==> src/rtl/fcf_pkg.sv <==
// Shared sequencer state codes and control types for the FIR convolution filter.
package fcf_pkg;

    localparam logic [1:0] ST_IDLE = 2'd0;
    localparam logic [1:0] ST_RUN  = 2'd1;
    localparam logic [1:0] ST_WAIT = 2'd2;
    localparam logic [1:0] ST_DONE = 2'd3;

    localparam logic OP_SAMPLE = 1'b0;
    localparam logic OP_COEF   = 1'b1;

    localparam int TAP_INDEX_W = 6;
    localparam int TAPS_CFG_W  = 7;
    localparam logic [TAPS_CFG_W-1:0] TAPS_RESET = 7'd64;

    typedef struct packed {
        logic clear;
        logic term_vld;
    } t_mac_ctl;

endpackage

==> src/rtl/fcf_ram.sv <==
// Simple dual-port synchronous RAM with registered read.
module fcf_ram #(
    parameter int WIDTH = 16,
    parameter int DEPTH = 64
) (
    input  logic                     i_clk,
    input  logic                     i_we,
    input  logic [$clog2(DEPTH)-1:0] i_waddr,
    input  logic [WIDTH-1:0]         i_wdata,
    input  logic [$clog2(DEPTH)-1:0] i_raddr,
    output logic [WIDTH-1:0]         o_rdata
);

    logic [WIDTH-1:0] r_mem [DEPTH];
    logic [WIDTH-1:0] r_rdata;

    always_ff @(posedge i_clk) begin
        if (i_we) begin
            r_mem[i_waddr] <= i_wdata;
        end
    end

    always_ff @(posedge i_clk) begin
        r_rdata <= r_mem[i_raddr];
    end

    assign o_rdata = r_rdata;

endmodule

==> src/rtl/fcf_mac.sv <==
// Multiply-accumulate datapath with round-half-up and saturating output.
module fcf_mac #(
    parameter int SAMPLE_WIDTH = 16,
    parameter int NUM_TAPS     = 64
) (
    input  logic                    i_clk,
    input  logic                    i_rst_n,
    input  fcf_pkg::t_mac_ctl       i_ctl,
    input  logic [SAMPLE_WIDTH-1:0] i_x,
    input  logic [SAMPLE_WIDTH-1:0] i_h,
    output logic                    o_busy,
    output logic [SAMPLE_WIDTH-1:0] o_filtered,
    output logic                    o_saturated
);

    localparam int PROD_W = 2 * SAMPLE_WIDTH;
    localparam int ACC_W  = PROD_W + $clog2(NUM_TAPS) + 1;
    localparam int FRAC_W = SAMPLE_WIDTH - 1;
    localparam logic signed [ACC_W-1:0] ROUND_HALF = ACC_W'(1) << (FRAC_W - 1);

    logic signed [PROD_W-1:0] r_prod;
    logic                     r_prod_vld;
    logic signed [ACC_W-1:0]  r_acc;
    logic [ACC_W-PROD_W+1:0]  w_upper;
    logic                     w_fits;

    always_ff @(posedge i_clk) begin
        r_prod <= $signed(i_x) * $signed(i_h);
    end

    always_ff @(posedge i_clk) begin
        if (!i_rst_n) begin
            r_prod_vld <= 1'b0;
        end else begin
            r_prod_vld <= i_ctl.term_vld;
        end
    end

    always_ff @(posedge i_clk) begin
        if (i_ctl.clear) begin
            r_acc <= ROUND_HALF;
        end else if (r_prod_vld) begin
            r_acc <= r_acc + ACC_W'(r_prod);
        end
    end

    assign w_upper     = r_acc[ACC_W-1:PROD_W-2];
    assign w_fits      = (&w_upper) || !(|w_upper);
    assign o_busy      = r_prod_vld;
    assign o_saturated = !w_fits;

    always_comb begin
        if (w_fits) begin
            o_filtered = r_acc[PROD_W-2:FRAC_W];
        end else if (r_acc[ACC_W-1]) begin
            o_filtered = {1'b1, {(SAMPLE_WIDTH-1){1'b0}}};
        end else begin
            o_filtered = {1'b0, {(SAMPLE_WIDTH-1){1'b1}}};
        end
    end

endmodule

==> src/rtl/fir_convolution_filter.sv <==
// Direct-form FIR filter: tap sequencer, sample and coefficient memories, output register.
// Each sample runs T = min(taps_in_use, NUM_TAPS) taps, one tap per cycle through the multiplier;
// no new sample or coefficient is taken until the result is loaded into the output register.
// A coefficient transfer yields no result.
// Reset is synchronous, active low: clears control, tap valid bits, history fill count,
// and sets taps_in_use to 64; memory contents are masked, no clearing pass.
module fir_convolution_filter #(
    parameter int NUM_TAPS     = 64,
    parameter int SAMPLE_WIDTH = 16
) (
    input  logic                                      i_clk,
    input  logic                                      i_rst_n,
    input  logic                                      i_cfg_we,
    input  logic [fcf_pkg::TAPS_CFG_W-1:0]            i_cfg_wdata,
    input  logic                                      s_axis_tvalid,
    output logic                                      s_axis_tready,
    // tap_index, value, zero fill
    input  logic [((fcf_pkg::TAP_INDEX_W+SAMPLE_WIDTH+7)/8)*8-1:0] s_axis_tdata,
    // operation, start_of_signal
    input  logic [1:0]                                s_axis_tuser,
    output logic                                      m_axis_tvalid,
    input  logic                                      m_axis_tready,
    // filtered, zero fill
    output logic [((SAMPLE_WIDTH+7)/8)*8-1:0]         m_axis_tdata,
    // saturated
    output logic [0:0]                                m_axis_tuser
);

    localparam int AW     = $clog2(NUM_TAPS);
    localparam int CW     = $clog2(NUM_TAPS + 1);
    localparam int TW     = (CW > fcf_pkg::TAPS_CFG_W) ? CW : fcf_pkg::TAPS_CFG_W;
    localparam int OUT_DW = ((SAMPLE_WIDTH + 7) / 8) * 8;
    localparam int IDX_W  = fcf_pkg::TAP_INDEX_W;

    logic [1:0]                   r_state, n_state;
    logic [fcf_pkg::TAPS_CFG_W-1:0] r_taps;
    logic [NUM_TAPS-1:0]          r_coef_vld;
    logic [AW-1:0]                r_wp, r_rda, r_tap;
    logic [CW-1:0]                r_fill, r_left;
    logic                         r_rd_vld, r_x_ok, r_h_ok;
    logic                         r_out_vld, r_out_sat;
    logic [SAMPLE_WIDTH-1:0]      r_out_data;

    logic                         w_accept, w_op, w_start;
    logic [IDX_W-1:0]             w_index;
    logic [SAMPLE_WIDTH-1:0]      w_value;
    logic                         w_coef_we, w_hist_we;
    logic [TW-1:0]                w_taps_ext;
    logic [CW-1:0]                w_taps;
    logic                         w_issue, w_out_load;
    logic [SAMPLE_WIDTH-1:0]      w_hist_q, w_coef_q, w_x, w_h;
    logic [SAMPLE_WIDTH-1:0]      w_filtered;
    logic                         w_saturated, w_mac_busy;
    fcf_pkg::t_mac_ctl            w_mac_ctl;

    assign w_op    = s_axis_tuser[0];
    assign w_start = s_axis_tuser[1];
    assign w_index = s_axis_tdata[IDX_W-1:0];
    assign w_value = s_axis_tdata[IDX_W+SAMPLE_WIDTH-1:IDX_W];

    assign s_axis_tready = (r_state == fcf_pkg::ST_IDLE);
    assign w_accept      = s_axis_tvalid && s_axis_tready;
    assign w_coef_we     = w_accept && (w_op == fcf_pkg::OP_COEF) &&
                           (32'(w_index) < NUM_TAPS);
    assign w_hist_we     = w_accept && (w_op == fcf_pkg::OP_SAMPLE);

    assign w_taps_ext = (TW'(r_taps) > TW'(NUM_TAPS)) ? TW'(NUM_TAPS) : TW'(r_taps);
    assign w_taps     = CW'(w_taps_ext);

    assign w_issue    = (r_state == fcf_pkg::ST_RUN);
    assign w_out_load = (r_state == fcf_pkg::ST_DONE) && (!r_out_vld || m_axis_tready);

    always_ff @(posedge i_clk) begin
        if (!i_rst_n) begin
            r_taps <= fcf_pkg::TAPS_RESET;
        end else if (i_cfg_we) begin
            r_taps <= i_cfg_wdata;
        end
    end

    always_comb begin
        n_state = r_state;
        unique case (r_state)
            fcf_pkg::ST_IDLE: begin
                if (w_hist_we) begin
                    n_state = (w_taps == '0) ? fcf_pkg::ST_DONE : fcf_pkg::ST_RUN;
                end
            end
            fcf_pkg::ST_RUN: begin
                if (r_left == CW'(1)) begin
                    n_state = fcf_pkg::ST_WAIT;
                end
            end
            fcf_pkg::ST_WAIT: begin
                if (!r_rd_vld && !w_mac_busy) begin
                    n_state = fcf_pkg::ST_DONE;
                end
            end
            fcf_pkg::ST_DONE: begin
                if (w_out_load) begin
                    n_state = fcf_pkg::ST_IDLE;
                end
            end
            default: n_state = fcf_pkg::ST_IDLE;
        endcase
    end

    always_ff @(posedge i_clk) begin
        if (!i_rst_n) begin
            r_state    <= fcf_pkg::ST_IDLE;
            r_coef_vld <= '0;
            r_wp       <= '0;
            r_fill     <= '0;
            r_rd_vld   <= 1'b0;
            r_out_vld  <= 1'b0;
        end else begin
            r_state  <= n_state;
            r_rd_vld <= w_issue;
            if (w_coef_we) begin
                r_coef_vld[AW'(w_index)] <= 1'b1;
            end
            if (w_hist_we) begin
                r_wp <= (r_wp == AW'(NUM_TAPS - 1)) ? '0 : r_wp + AW'(1);
                if (w_start) begin
                    r_fill <= CW'(1);
                end else if (r_fill != CW'(NUM_TAPS)) begin
                    r_fill <= r_fill + CW'(1);
                end
            end
            if (w_out_load) begin
                r_out_vld <= 1'b1;
            end else if (m_axis_tready) begin
                r_out_vld <= 1'b0;
            end
        end
    end

    always_ff @(posedge i_clk) begin
        if (w_hist_we) begin
            r_rda  <= r_wp;
            r_tap  <= '0;
            r_left <= w_taps;
        end else if (w_issue) begin
            r_rda  <= (r_rda == '0) ? AW'(NUM_TAPS - 1) : r_rda - AW'(1);
            r_tap  <= r_tap + AW'(1);
            r_left <= r_left - CW'(1);
        end
        r_x_ok <= (CW'(r_tap) < r_fill);
        r_h_ok <= r_coef_vld[r_tap];
        if (w_out_load) begin
            r_out_data <= w_filtered;
            r_out_sat  <= w_saturated;
        end
    end

    fcf_ram #(
        .WIDTH (SAMPLE_WIDTH),
        .DEPTH (NUM_TAPS)
    ) u_hist_ram (
        .i_clk   (i_clk),
        .i_we    (w_hist_we),
        .i_waddr (r_wp),
        .i_wdata (w_value),
        .i_raddr (r_rda),
        .o_rdata (w_hist_q)
    );

    fcf_ram #(
        .WIDTH (SAMPLE_WIDTH),
        .DEPTH (NUM_TAPS)
    ) u_coef_ram (
        .i_clk   (i_clk),
        .i_we    (w_coef_we),
        .i_waddr (AW'(w_index)),
        .i_wdata (w_value),
        .i_raddr (r_tap),
        .o_rdata (w_coef_q)
    );

    assign w_x = r_x_ok ? w_hist_q : '0;
    assign w_h = r_h_ok ? w_coef_q : '0;

    assign w_mac_ctl.clear    = w_hist_we;
    assign w_mac_ctl.term_vld = r_rd_vld;

    fcf_mac #(
        .SAMPLE_WIDTH (SAMPLE_WIDTH),
        .NUM_TAPS     (NUM_TAPS)
    ) u_mac (
        .i_clk       (i_clk),
        .i_rst_n     (i_rst_n),
        .i_ctl       (w_mac_ctl),
        .i_x         (w_x),
        .i_h         (w_h),
        .o_busy      (w_mac_busy),
        .o_filtered  (w_filtered),
        .o_saturated (w_saturated)
    );

    assign m_axis_tvalid = r_out_vld;
    assign m_axis_tdata  = OUT_DW'(r_out_data);
    assign m_axis_tuser  = r_out_sat;

endmodule
==> config.mk <==
export PLATFORM = sky130hd
export DESIGN_NAME = fir_convolution_filter
export DESIGN_NICKNAME = d
export VERILOG_FILES = /design/src/rtl/fcf_pkg.sv /design/src/rtl/fcf_ram.sv /design/src/rtl/fcf_mac.sv /design/src/rtl/fir_convolution_filter.sv
export SDC_FILE = /design/constraint.sdc
export NUM_CORES = 2
export LEC_CHECK = 0
export BUFFER_PORTS_ARGS = -buffer_cell sky130_fd_sc_hd__buf_2
export CAP_MARGIN = 15
export CORE_ASPECT_RATIO = 0.5
export CORE_MARGIN = 2
export CORE_UTILIZATION = 55
export CTS_CLUSTER_DIAMETER = 50
export CTS_CLUSTER_SIZE = 14
export DETAILED_ROUTE_END_ITERATION = 8
export PLACE_DENSITY = 0.74
export SYNTH_ARGS = -nofsm -noshare
export SYNTH_HDL_FRONTEND = slang
export SYNTH_SLANG_ARGS = --single-unit
==> constraint.sdc <==
create_clock -name i_clk -period 9.93 [get_ports i_clk]
set_clock_uncertainty 0.2 [all_clocks]
set_input_delay 0.4965 -clock i_clk [delete_from_list [all_inputs] [get_ports i_clk]]
set_output_delay 0.4965 -clock i_clk [all_outputs]
set_load 0.05 [all_outputs]
==> flow_summary.ini <==
[layout]
drive_gt1_share_pct = 20.2
area_growth_pct = 9.69
final_area_mm2 = 0.107
fin_nets = 5959

[drt]
vias = 50700
drc = 0
wl_mm = 234
routedWlPerCell_um = 29.2
drtAntennaViolNets = 0
drt_pre_antenna_iters = 6
drtIter0Drc = 6639
viasPerCell = 6.32

[placement]
port_buffers = 54
gp_congestion = 0.899
place_ws_ns = 2.23
post_dp_cell_area_mm2 = 0.102
dp_hpwl_mm = 138

[power_and_ir_drop]
p_per_area_mw_per_mm2 = 220
peakVddDrop_mv = 0.294
p_leak_nw = 35.9

[worst_setup_path]
critPathLaunchType = register
cp_max_fo = 33
endpoint_kind = register
crit_type = register to register
r2r_cells = 22
crit_arrival_ns = 8.39
required_ns = 10.44

[global_route]
grt_max_degree = 136
antenna_found_initial = 14
track_usage_pct = 26.0
grt_pass1_vias = 51800
grt_pass1_wl_mm = 344
grt_overflow = 0

[clock_tree]
clkLatencyLatePin_ns = 0.84
post-cts-setup-buffer-count = 0
root_buffer = clkbuf_16
cts-buffers-inserted = 192
cts_tree = built
path_clk_slew_ns = 0.07
cts-htree-levels = 4
cts.sinks = 2278
ctsLongestPathBuffers = 4

[synthesis]
synth_warnings = 0
synthArstFlopShare_pct = 0
syn_area_mm2 = 0.0979
syn_nets = 5744
syn_inst = 5306
synthFlopType = edfxtp_1
synth_edf_count = 2078
synth_seq_area_share_pct = 67.8
ys_types = 71
ys_ff_latch = 2278
avgSynthCellArea_um2 = 18.4

[sta]
setup_viol = 0
rsz0062_at_grt = false
timing.final.crit_period_ns = 7.88
finalWorstSetupSlack_ns = 2.05
relSlewSlack_pct = 9.95
period_share_pct = 79.3
setup_tns_ns = 0
worst_slew_pin_slew_ns = 1.35
final_hold_viol_count = 0
drv_slew = 0
fmax_mhz = 127

[floorplan]
dieHeight_um = 302
dieArea_mm2 = 0.182
fp-row-count = 109
fp.dieW_um = 601
top_level_ports = 57
coreArea_mm2 = 0.177
start_util_pct = 55.4

[hold_path]
hp-class = primary input to register
min_delay_path_depth = 1

[run_status]
outcome = complete, no violations

[run]
drv_cap = 0
## layout by cell type (no fill, tap or decap), types with 36 or more instances in the layout
cell | netlist | layout
inv_1 | 350 | 349
a21o_1 | 36 | 36
mux2i_1 | 58 | 58
fa_1 | 263 | 263
buf_4 | 8 | 193
clkbuf_1 | 144 | 95
nor2_1 | 484 | 482
dfxtp_1 | 200 | 195
nand2_1 | 216 | 216
o21ai_0 | 73 | 73
edfxtp_1 | 2078 | 2078
a21oi_1 | 90 | 90
nand3_1 | 39 | 39
mux4_2 | 657 | 657
xnor2_1 | 52 | 52
buf_2 | 57 | 38
clkbuf_16 | 0 | 195
ha_1 | 137 | 137
## worst max-delay path, cell delays in order, from the launching register on
cell	delay [ns]
dfxtp_1	0.95
nand2_1	0.68
nor2_1	0.31
fa_1	0.44
inv_1	0.08
fa_1	0.43
fa_1	0.50
fa_1	0.55
inv_1	0.05
fa_1	0.47
inv_1	0.05
fa_1	0.47
inv_1	0.04
ha_1	0.33
a21oi_1	0.19
o21ai_0	0.14
o31a_1	0.27
nor4_2	0.56
a211oi_1	0.22
nand3b_1	0.22
a31oi_1	0.28
o21ai_0	0.14
xor2_1	0.16
## through the flow
step                      utilization [%]  total power (W)  cells  hold WS, ns
final                                60.8           0.0237   8021       0.0458
after detailed placement             57.5           0.0169   7680        0.236
after global placement               57.5           0.0168   7680        0.236
after CTS                            60.7           0.0238   8017       0.0195
after global routing                 60.7           0.0245   8019       0.0485
after floorplan                         -           0.0151   5306        0.224
## logic make-up after synthesis
kind of cell / Yosys count / synth area share (%)
flops: 2278 / 67.8
simple gates: 909 / 4.01
mux: 727 / 15.8
buf+inv: 598 / 2.42
fa+ha+maj: 400 / 7.13
compound gates: 313 / 2.04
xor+xnor: 81 / 0.725
## synthesized netlist by cell type, types with 39 or more instances
cell type	number	share of area [%]
fa_1	263	5.4
o21ai_0	73	0.37
a21oi_1	90	0.46
inv_1	350	1.3
mux2i_1	58	0.59
nand2_1	216	0.83
nor2_1	484	1.9
ha_1	137	1.8
xnor2_1	52	0.47
dfxtp_1	200	4.1
nand3_1	39	0.20
mux4_2	657	15
buf_2	57	0.29
clkbuf_1	144	0.55
edfxtp_1	2078	64
## what timing repair did
action,4_1_cts,5_1_grt
resized for setup,0,0
hold endpoints to repair,596,0
hold buffers,33,0
## power breakdown
group	leakage (nW)	internal (W)	total (W)	switching, W
Sequential	20.3	0.0107	0.0110	0.000303
Combinational	12.9	0.00266	0.00575	0.00310
Clock	2.60	0.00368	0.00695	0.00327
Total	35.9	0.0170	0.0237	0.00667
## state kept, by name, summed over array words and instances, names as in the netlist, 16 cells and up
| signal | flops |
|---|---|
| u_hist_ram.r_mem | 1024 |
| u_mac.r_prod | 32 |
| u_mac.r_acc | 39 |
| u_coef_ram.o_rdata | 16 |
| u_hist_ram.o_rdata | 16 |
| u_coef_ram.r_mem | 1024 |
| r_coef_vld | 64 |
| m_axis_tdata | 16 |
## worst paths after layout
check | from | to | slack, ns
setup / recovery | r_h_ok | u_mac.r_prod[30] | 2.05
hold / removal | s_axis_tdata[10] | u_hist_ram.r_mem[33][4] | 0.05
setup reg to reg | r_h_ok | u_mac.r_prod[30] | 2.05
hold reg to reg | r_rd_vld | u_mac.o_busy | 0.25
## metal layers
metal  track usage [%]  share of wire (%)  wire [um]
met1              36.7                 39      91800
met2              41.9                 48     112000
met3              5.42                 10      23500
met4              7.31                2.8       6640
met5                 0              0.012         27
## area by class of cell
type	instances	area [um^2]
well taps	2386	2990
fillers	12300	69400
clock inverters	13	181
multi-input cells	2430	29100
diodes	4	10.0
inverters	350	1310
clock buffers	291	5250
repair buffers	269	2070
flip-flops and latches	2278	66400
No activity file was read; power rests on OpenSTA's default activity.
